File: config.mk
export PLATFORM = sky130hd
export DESIGN_NAME = gwtp_seen_ram
export DESIGN_NICKNAME = d
export VERILOG_FILES = /design/src/sv/gwtp_seen_ram.sv
export SDC_FILE = /design/constraint.sdc
export NUM_CORES = 2
export LEC_CHECK = 0
export BUFFER_PORTS_ARGS = -buffer_cell sky130_fd_sc_hd__buf_2
export CAP_MARGIN = 40
export CORE_MARGIN = 4
export CORE_UTILIZATION = 45
export CTS_BUF_LIST = sky130_fd_sc_hd__clkbuf_4 sky130_fd_sc_hd__clkbuf_8
export DETAILED_ROUTE_END_ITERATION = 12
export GPL_TIMING_DRIVEN = 0
export MAX_ROUTING_LAYER = met4
export PLACE_DENSITY = 0.62
export SETUP_SLACK_MARGIN = 0.15
export SYNTH_ARGS = -nofsm -noshare
export SYNTH_HDL_FRONTEND = slang
export SYNTH_SLANG_ARGS = --single-unit
File: constraint.sdc
create_clock -name i_clk -period 2.9 [get_ports i_clk]
set_clock_uncertainty 0.15 [all_clocks]
set_input_delay 0.29 -clock i_clk [delete_from_list [all_inputs] [get_ports i_clk]]
set_output_delay 0.29 -clock i_clk [all_outputs]
set_load 0.005 [all_outputs]
File: src/sv/gwtp_seen_ram.sv
module gwtp_seen_ram #(
    parameter int AW = 8,
    parameter int DW = 8
) (
    input  logic          i_clk,
    input  logic          i_we,
    input  logic          i_re,
    input  logic [AW-1:0] i_addr,
    input  logic [DW-1:0] i_wdata,
    output logic [DW-1:0] o_rdata
);

    logic [DW-1:0] r_mem [2**AW];
    logic [DW-1:0] r_rdata;

    // Read-first: a read and a write of the same entry in one cycle return the old tag.
    always_ff @(posedge i_clk) begin
        if (i_we) begin
            r_mem[i_addr] <= i_wdata;
        end
        if (i_re) begin
            r_rdata <= r_mem[i_addr];
        end
    end

    assign o_rdata = r_rdata;

endmodule

After elaboration in Yosys (flattened, before gate mapping)
Memories as Yosys holds them, arrays and structs flattened. A register that Yosys moved wholly into a read port is not among the register bits.
Index checks and enable logic that the tools add are counted.
Cells by class
  muxes and demuxes: 2
Operators by type and width (number)
  $mux W1: 2
Word-level totals
  register bits: 0
  logic and storage cells: 3
  output and inout bits: 8
  memory bits (writable): 2048
  memories kept: 1
Memory list
  r_mem: depth 256, width 8, read ports 1, clocked after memory_dff 1, wr ports 1, line 13  | logic [DW-1:0] r_mem [2**AW];

Longest topological paths before layout
  depth after elaboration: 2
  mapped depth: 10
  mapped depth without buffers: 5

Worst setup path after synthesis
Ideal clock, no wire load.
  path kind: input-to-reg
  start point: input i_addr[1]
  end point: memory r_mem[111][0] (enable)
  arrival: 2.139 ns
  library setup time: 0.370 ns
  required time: 2.380 ns
  slack: 0.241 ns
  cell stages on the path: 9
  cell sequence: buf_2 clkbuf_1 clkbuf_1 nand2_1 buf_2 nor2_1 nand2_1 clkbuf_1 nor2_1
RTL lines
  from (decl): line 8  | input logic [AW-1:0] i_addr,
  to (decl): line 13
No word-level cell before the write port.

==> results.py <==
metrics = {
    "logic_synthesis": {
        "yosys.cell_types.count": 21,
        "seq_area_frac_synth": 0.786,
        "mappedNetlistNets": 3566,
        "postSynthRegisterBits": 2056,
        "syn-cell-area_um2": 78600,
        "post_synth_main_area_contributors": "edfxtp_1 79%, mux4_2 15%, a22oi_1 2.4%",
        "post-synth-top-area-fraction": 0.786,
        "synthDominantAreaCellType": "edfxtp_1",
        "synth.avg_cell_area_um2": 22.2,
        "instance_count_of_the_mapped_netlist": 3547,
        "yosysWarnings": 0,
    },
    "drt": {
        "wirelength_per_cell_um": 32.2,
        "routed_via_density": 6.05,
        "initialDrtViolationCount": 5092,
        "routed_wirelength_um": 212000,
        "ant_nets": 0,
        "1st_pass_router_iterations": 5,
        "route.detailed.drc": 0,
        "routed-via-count": 39848,
    },
    "setup_path": {
        "critical_path.slowest_cell": "clkbuf_1",
        "critical_path_required_ns": 3.36,
        "crit_path_cell_trace": "buf_2 -> clkbuf_2 -> clkbuf_1 -> mux4_2 -> a22oi_1 -> a21oi_1 -> o41ai_4 -> nand4_1",
        "crit_path_end_kind": "flip-flop",
        "path_max_fanout": 10,
        "worstSetupPathType": "input port to flip-flop",
        "worst_path_largest_cell_delay_ns": 0.76,
        "critical_path.startpoint_type": "input port",
        "critical_path_data_arrival_time_ns": 3.46,
    },
    "die": {
        "initial_core_util": 0.452,
        "die-height_um": 426,
        "core_area_um2": 174000,
        "num_io_pins": 27,
        "die_x_um": 426,
        "die_area_um2": 181000,
        "floorplan.rows": 153,
    },
    "layout": {
        "final_cell_count_without_fillers": 6590,
        "syn_to_final_growth_pct": 16.1,
        "layout.cells.most_common_list": "2056 x edfxtp_1, 512 x mux4_2, 352 x clkbuf_8",
        "postLayoutCellArea_um2": 91200,
        "layout.cells.most_common": "edfxtp_1",
        "fillers": 13515,
        "drive_above_1_share": 0.364,
        "finalNetCount": 4055,
    },
    "place": {
        "routabilityCongestion": 0.942,
        "number_of_i_o_port_buffers": 22,
        "pre_cts_ws_ns": -1.99,
        "detailed_place.area_um2": 82900,
        "dp_hpwl_um": 139000,
        "place_inst": 5991,
    },
    "sta": {
        "timing_hold_violations_final": 0,
        "post-route-min-period_ns": 3.00,
        "post_layout_worst_setup_margin_ns": -0.101,
        "setup_viol": 4,
        "timing.final.crit_share": 1.03,
        "rsz0062_at_grt": "yes",
        "max_slew.worst_pin.slew_ns": 1.20,
        "slew_viol_final": 0,
        "peak_clock_frequency_supported_by_timing_mhz": 333,
        "slew_headroom": 0.203,
    },
    "power_and_ir_drop": {
        "pwr-share-comb": 0.054,
        "portion_of_total_power_attributed_to_sequential_cells": 0.544,
        "p_leak_uw": 0.0278,
        "power.share.clock": 0.402,
        "power.density_nw_per_um2": 661,
        "sw_frac_of_total": 0.221,
        "ir_drop_mv": 0.517,
        "internal_power_uw": 47000,
        "power.net_switching_uw": 13300,
        "total_power_uw": 60300,
    },
    "grt": {
        "antenna_found_initial": 9,
        "gr_ovfl_total": 0,
        "largest_net_degree_at_the_start_of_global_routing": 144,
        "grt_pass1_vias": 40243,
        "gr-usage-all-layers": 0.241,
        "grt_pass1_wl_um": 299000,
    },
    "clocking": {
        "cts_max_path_buffers": 4,
        "cts_root_buffer": "clkbuf_8",
        "clk_transition_reported_paths_ns": 0.06,
        "clock_sinks": 2056,
        "postCtsSetupBuffers": 0,
        "cts_tree": "yes",
        "htree_levels": 5,
        "cts_inserted_buffers": 345,
        "clk-insertion-delay-late_ns": 1.05,
    },
    "run": {
        "drv_cap": 0,
    },
    "status": {
        "status": "finished, violations left",
        "violations_in_the_final_reports": "setup timing",
    },
    "min_path": {
        "hold_path_class": "input port to flip-flop",
    },
}
-- per-layer routing --
metal	wire, um	GRT usage	up-vias
met5	0	-	-
met2	100000	0.359	2029
met1	82300	0.324	21238
li1	-	-	16124
met4	9880	0.104	0
met3	19600	0.0530	457
-- power groups by stage --
stage / clock network [uW] / logic, uW / registers (uW)
finish: 24200 / 3240 / 32800
global route: 26100 / 3370 / 32800
CTS: 24600 / 3160 / 32800
detailed placement: 0 / 3010 / 33400
global placement: 0 / 2860 / 33500
floorplan: 0 / 1460 / 33400
-- cells in the mapped netlist (all sizes together) --
cell type,count
buf,87
and2,3
nor2,232
clkbuf,145
o41ai,32
inv,1
nand2b,6
nor3,30
or3,1
nand3,13
a22oi,256
nor2b,7
or2,2
nand4,8
a21oi,128
mux4,512
nand2,28
edfxtp,2056
-- sequential cells by signal, summed over array words and instances (netlist names) --
name     cells
o_rdata      8
r_mem     2048
-- stage by stage --
stage	utilization	hold WS [ns]	TNS (ns)
floorplan	-	0.239	0
global route	0.525	0.106	-0.0164
finish	0.525	0.114	-0.149
detailed placement	0.477	0.499	-2657.04
CTS	0.521	0.00160	-0.0220
global placement	0.469	0.479	-7842.92
-- worst max-delay path, delay by kind of cell --
family / cells / cell delay (ns)
multiplexers: 1 / 0.41
buffers and inverters: 3 / 1.35
AO/OA/AOI/OAI: 3 / 0.94
AND/OR/NAND/NOR: 1 / 0.43
-- cell families (layout without fill, tap and decap cells) --
kind of cell           Yosys count  count (layout)  share of synthesized area
flip-flops                    2056            2056                      0.786
multiplexers                   512             512                      0.147
AND/OR/NAND/NOR                330             330                     0.0173
AO/OA/AOI/OAI                  416             416                     0.0362
buffers and inverters          233             947                     0.0140
other                            0               4                          0
-- layout make-up --
type | count | area, um2 | share of cell area
Timing Repair Buffer | 142 | 1560 | 0.0171
Multi-Input combinational cell | 1258 | 17500 | 0.192
Inverter | 1 | 3.75 | 0.0000411
Clock inverter | 121 | 712 | 0.00780
Clock buffer | 451 | 5580 | 0.0612
Sequential cell | 2056 | 61700 | 0.677
Buffer | 232 | 1240 | 0.0136
Antenna cell | 4 | 10.0 | 0.000110
Tap cell | 2325 | 2910 | 0.0319
-- worst paths after layout --
path,cells past startpoint,slack (ns),from,endpoint
worst min-delay path,4,0.11,i_addr[5],r_mem[17][0]
worst max register to register,5,0,r_mem[122][0],o_rdata[0]
worst min register to register,5,1.15,r_mem[8][5],o_rdata[5]
worst max-delay path,8,-0.10,i_addr[1],o_rdata[1]
-- what timing repair did --
| action | 4_1_cts | 5_1_grt |
|---|---|---|
| hold endpoints to repair | 1202 | 0 |
| gates resized for setup | 337 | 152 |
| hold buffers | 20 | 0 |
| pin swaps | 26 | 23 |
| endpoints found under the setup margin | 1516 | 796 |
No activity file was read; power rests on OpenSTA's default activity.
