File: src/sv/gwtp_pkg.sv
package gwtp_pkg;

    // Field widths fixed by the interface.
    localparam int VTX_W  = 8;
    localparam int EID_W  = 10;
    localparam int GEN_W  = 8;

    // Tag memory depths (powers of two; ids index them modulo the depth).
    localparam int VERTEX_COUNT = 256;
    localparam int EDGE_COUNT   = 1024;
    localparam int VTX_AW       = $clog2(VERTEX_COUNT);
    localparam int EDGE_AW      = $clog2(EDGE_COUNT);

    // The clearing sweep covers the deeper of the two memories.
    localparam int CLR_AW = (VTX_AW > EDGE_AW) ? VTX_AW : EDGE_AW;

    typedef logic [VTX_W-1:0]   t_vtx;
    typedef logic [EID_W-1:0]   t_eid;
    typedef logic [GEN_W-1:0]   t_gen;
    typedef logic [VTX_AW-1:0]  t_vtx_addr;
    typedef logic [EDGE_AW-1:0] t_edge_addr;
    typedef logic [CLR_AW-1:0]  t_clr_addr;

    localparam t_gen      GEN_NONE = '0;
    localparam t_gen      GEN_MAX  = '1;
    localparam t_clr_addr CLR_LAST = '1;

    typedef enum logic {
        ST_CLEAR,
        ST_RUN
    } t_state;

    // Control from the clearing sequencer to the datapath.
    typedef struct packed {
        logic      busy;
        logic      done;
        t_clr_addr addr;
    } t_clr_ctl;

endpackage

File: src/sv/gwtp_sweep.sv
module gwtp_sweep (
    input  logic               i_clk,
    input  logic               i_rst_n,
    input  logic               i_wrap_req,
    output gwtp_pkg::t_clr_ctl o_clr
);

    import gwtp_pkg::*;

    t_state    r_state;
    t_state    n_state;
    t_clr_addr r_cnt;
    t_clr_addr n_cnt;
    logic      w_busy;
    logic      w_last;

    assign w_last = (r_cnt == CLR_LAST);

    always_comb begin
        n_state = r_state;
        case (r_state)
            ST_CLEAR: begin
                if (w_last) begin
                    n_state = ST_RUN;
                end
            end
            ST_RUN: begin
                if (i_wrap_req) begin
                    n_state = ST_CLEAR;
                end
            end
            default: n_state = ST_CLEAR;
        endcase
    end

    always_comb begin
        case (r_state)
            ST_CLEAR: w_busy = 1'b1;
            ST_RUN:   w_busy = 1'b0;
            default:  w_busy = 1'b1;
        endcase
    end

    always_comb begin
        n_cnt = r_cnt;
        if (w_busy) begin
            n_cnt = w_last ? '0 : r_cnt + 1'b1;
        end
    end

    always_ff @(posedge i_clk) begin
        if (!i_rst_n) begin
            r_state <= ST_CLEAR;
            r_cnt   <= '0;
        end else begin
            r_state <= n_state;
            r_cnt   <= n_cnt;
        end
    end

    assign o_clr.busy = w_busy;
    assign o_clr.done = w_busy & w_last;
    assign o_clr.addr = r_cnt;

endmodule

File: config.mk
export PLATFORM = sky130hd
export DESIGN_NAME = gwtp_sweep
export DESIGN_NICKNAME = d
export VERILOG_FILES = /design/src/sv/gwtp_pkg.sv /design/src/sv/gwtp_sweep.sv
export SDC_FILE = /design/constraint.sdc
export NUM_CORES = 1
export LEC_CHECK = 0
export BUFFER_PORTS_ARGS = -buffer_cell sky130_fd_sc_hd__buf_4
export CAP_MARGIN = 20
export CORE_AREA = 2 2 39 41
export CTS_CLUSTER_DIAMETER = 150
export DETAILED_ROUTE_END_ITERATION = 6
export DIE_AREA = 0 0 41 43
export PLACE_DENSITY = 0.71
export SLEW_MARGIN = 0
export SYNTH_ARGS = -nofsm -noshare
export SYNTH_HDL_FRONTEND = slang
export SYNTH_SLANG_ARGS = --single-unit
File: constraint.sdc
create_clock -name i_clk -period 2.8 [get_ports i_clk]
set_input_delay 0.56 -clock i_clk [delete_from_list [all_inputs] [get_ports i_clk]]
set_output_delay 0.56 -clock i_clk [all_outputs]
set_load 0.1 [all_outputs]
# Yosys cells after proc, flatten, opt, wreduce, memory -nomap -nowiden
# Cells that the tools add are included.
dict set report op_classes {
  n_addsub 1
  n_eq_ne 1
  mux 5
  n_bitwise 2
}
# cell n
set op_table {}
lappend op_table {{adder 10 x 1 -> 10 bit (second input constant)} 1}
lappend op_table {{equality test 10 bit (second input constant)} 1}
lappend op_table {{two-way mux 10 bit} 1}
lappend op_table {{one-hot mux 1 bit (2 select lines)} 2}
lappend op_table {{two-way mux 1 bit} 2}
lappend op_table {{AND 1 bit} 1}
lappend op_table {{inverter 1 bit} 1}
dict set report totals {
  register_bits 11
  inputBits 3
  output_inout_bits 12
  wordCells 11
}

# Logic depth before layout (Yosys ltp)
dict set report logic_depth {
  depth_word 3
  mapped_depth 4
  depth_no_buf 4
}

# Worst setup path before layout
# No wires, ideal clock.
dict set report synth_timing {
  kind {flip-flop to output port}
  from {register r_cnt[0]}
  to {output o_clr[10] (netlist name)}
  arrival_time_ns 3.682
  t_required_ns 2.240
  setup_slack_ns -1.442
  stages_incl_launch_ff 4
  cell_sequence {dfxtp_1 ha_1 nand3b_1 nor3_1}
}
# item line
set synth_rtl {}
lappend synth_rtl {{start: declaration} gwtp_sweep.sv:12} ;# t_clr_addr r_cnt;
lappend synth_rtl {{start signal: assignment} gwtp_sweep.sv:57} ;# r_cnt <= n_cnt;
lappend synth_rtl {{end: declaration} gwtp_sweep.sv:5} ;# output gwtp_pkg::t_clr_ctl o_clr

==> results.cfg <==
[critical_path]
arrival_ps = 1670
end_kind = output port
crit_required_ps = 2240
r2r-start = r_cnt[0]
crit_path_start_kind = flip-flop
ff2ff_setup_slack_ps = 1090
slowest_delay_ps = 360
crit_path_max_fanout = 7
crit_type = reg2out
r2r_cells = 4
rr_endpoint = r_cnt[0]
worstPathCellList = ha_1, nand3b_1, nor3_4, buf_4
slowest_stage = dfxtp_2

[timing]
final-setup-viol-count = 0
setup_ws_ps = 566
grt_setup_unrepaired = false
fmax_ghz = 0.448
min_period_over_period = 0.798
finalMaxSlewViolations = 0
period_needed_ps = 2230
finalClockSkew_ps = 1.84
tightestPinTransition_ps = 639
setup_tns_ps = 0
finalHoldViolations = 0
slew_headroom = 0.571

[die]
start_util = 0.383
die_h_um = 43
die_width_um = 41
row_count = 14
core-area_mm2 = 0.00138
dieArea_mm2 = 0.00176
io_pins = 15

[clock_tree]
max-clock-path-buffers = 2
insertion_delay_ps = 270
cts_resized = 0
clkSinkCount = 11
cts_tree = done
hold_buffers = 0
post-cts-setup-buffer-count = 0
clock_tree.root_cell = clkbuf_4
cts_buffers = 3
clkTransAtPathRegs_ps = 70
htreeDepth = 1

[synth]
syn-num-nets = 64
yosysWarnings = 0
ys_seq_area_frac = 0.415
synth_seq_cells = 11
syn_area_per_cell_um2 = 8.84
synthCells = 60
synth_cell_types = 26
syn_area_um2 = 531

[power_and_ir_drop]
vdd_drop_max_mv = 0.229
netSwitchingPower_w = 0.000119
cellLeakagePower_nw = 0.261
power.share.clock = 0.314
powerDensity_mw_per_mm2 = 516
internal_power_w = 0.000235
pwr-share-comb = 0.203
power_frac_seq = 0.484
swShare = 0.335

[grt]
grt_max_degree = 11
antenna_found_initial = 0
grt_pass1_wl_mm = 1.63
grt_pass1_vias = 390
grt.overflow.total = 0
grt_use_total = 0.140

[route]
finalWirelength_mm = 1.07
vias = 511
first_pass_iters = 4
first_iter_violations = 13
ant_nets = 0
wire_per_inst_um = 11.7
drc_errors = 0
viasPerCell = 5.55

[outcome]
status = finished, final reports clean

[placed_design]
place_congestion = 0.745
dp_worst_setup_slack_ps = 871
io_buffer_count = 14

[finish]
fillers = 130
final_common_cell = buf_4
diodes = 0
num-nets-final = 81
area_growth_pct = 29.2
drive_gt1_frac = 0.289
final_cell_mix = buf_4 (14), dfxtp_1 (8)

[min_path]
hp-start = r_cnt[1]
hold_depth = 2
holdCritPathClass = reg2reg
min_to = r_cnt[1]

[run]
cap_viol_max_count = 0
metrics by stage:
| stage | cell area, um2 | hold WS, ps | instances | power, W | utilization |
|---|---|---|---|---|---|
| 6_report | 686 | 512 | 92 | 0.000354 | 0.495 |
| 5_1_grt | 686 | 532 | 92 | 0.000367 | 0.495 |
| 4_1_cts | 686 | 514 | 92 | 0.000357 | 0.495 |
| 3_5_place_dp | 659 | 501 | 88 | 0.000246 | 0.476 |
| 3_3_place_gp | 659 | 493 | 88 | 0.000246 | 0.476 |
| 2_1_floorplan | 546 | 496 | 60 | 0.000232 | - |
per-layer routing:
| metal | vias to the layer above | track usage | part of all wire |
|---|---|---|---|
| li1 | 256 | - | - |
| met1 | 233 | 0.182 | 0.46 |
| met2 | 18 | 0.194 | 0.46 |
| met3 | 4 | 0.0314 | 0.054 |
| met4 | 0 | 0.100 | 0.026 |
| met5 | - | 0 | 0 |
state kept, by name, indices dropped and copies added (netlist names):
signal	flops
r_cnt	10
r_state	1
final cells by class:
class                      count  area (um2)  area share
multi-input combinational     46         307       0.447
sequential                    11         224       0.327
timing repair buffer          14         105       0.153
clock buffer                   4        26.3      0.0383
tap                           16        20.0      0.0292
inverter                       1        3.75     0.00547
synthesized netlist by cell type, drive strengths merged:
cell / count / area, um2
a21oi: 3 / 15.0
xor2: 3 / 26.3
dfxtp: 11 / 220
nor2: 4 / 15.0
o31ai: 2 / 15.0
nand3: 5 / 37.5
a21boi: 2 / 15.0
xnor2: 1 / 8.76
nor3: 2 / 10.0
o21a: 1 / 7.51
nand3b: 1 / 7.51
nand2: 4 / 15.0
or4: 2 / 15.0
buf: 1 / 7.51
ha: 1 / 12.5
inv: 1 / 3.75
o21ai: 4 / 20.0
nand2b: 2 / 12.5
clkbuf: 1 / 3.75
or3: 3 / 18.8
nand4: 2 / 12.5
nand4b: 2 / 17.5
and2: 1 / 6.26
o211ai: 1 / 7.51
worst max-delay path by stage:
stage | startpoint | endpoint | slack [ps] | cells after the start
floorplan | r_cnt[6] | o_clr[10] | 40 | 2
global placement | r_cnt[0] | o_clr[10] | 900 | 4
detailed placement | r_cnt[0] | o_clr[10] | 870 | 4
CTS | r_cnt[0] | o_clr[10] | 560 | 4
global route | r_cnt[0] | o_clr[10] | 500 | 4
finish | r_cnt[0] | o_clr[10] | 570 | 4
logic make-up after synthesis:
kind of cell	share of synthesized area
flops	0.415
simple gates	0.316
fa+ha+maj	0.0236
compound gates	0.151
xor+xnor	0.0660
buf+inv	0.0283
critical path: cells and delay by family, from the launching register on:
kind / cells / cell delay [ps]
fa+ha+maj: 1 / 220
flops: 1 / 360
buf+inv: 1 / 310
simple gates: 2 / 500
power by group through the flow:
stage                     clock network [W]   logic, W  registers, W
after global placement                    0  0.0000721      0.000174
after CTS                          0.000114  0.0000722      0.000171
after detailed placement                  0  0.0000721      0.000174
after floorplan                           0  0.0000135      0.000218
after global routing               0.000120  0.0000749      0.000172
final                              0.000111  0.0000718      0.000171
No activity file was read; power rests on OpenSTA's default activity.
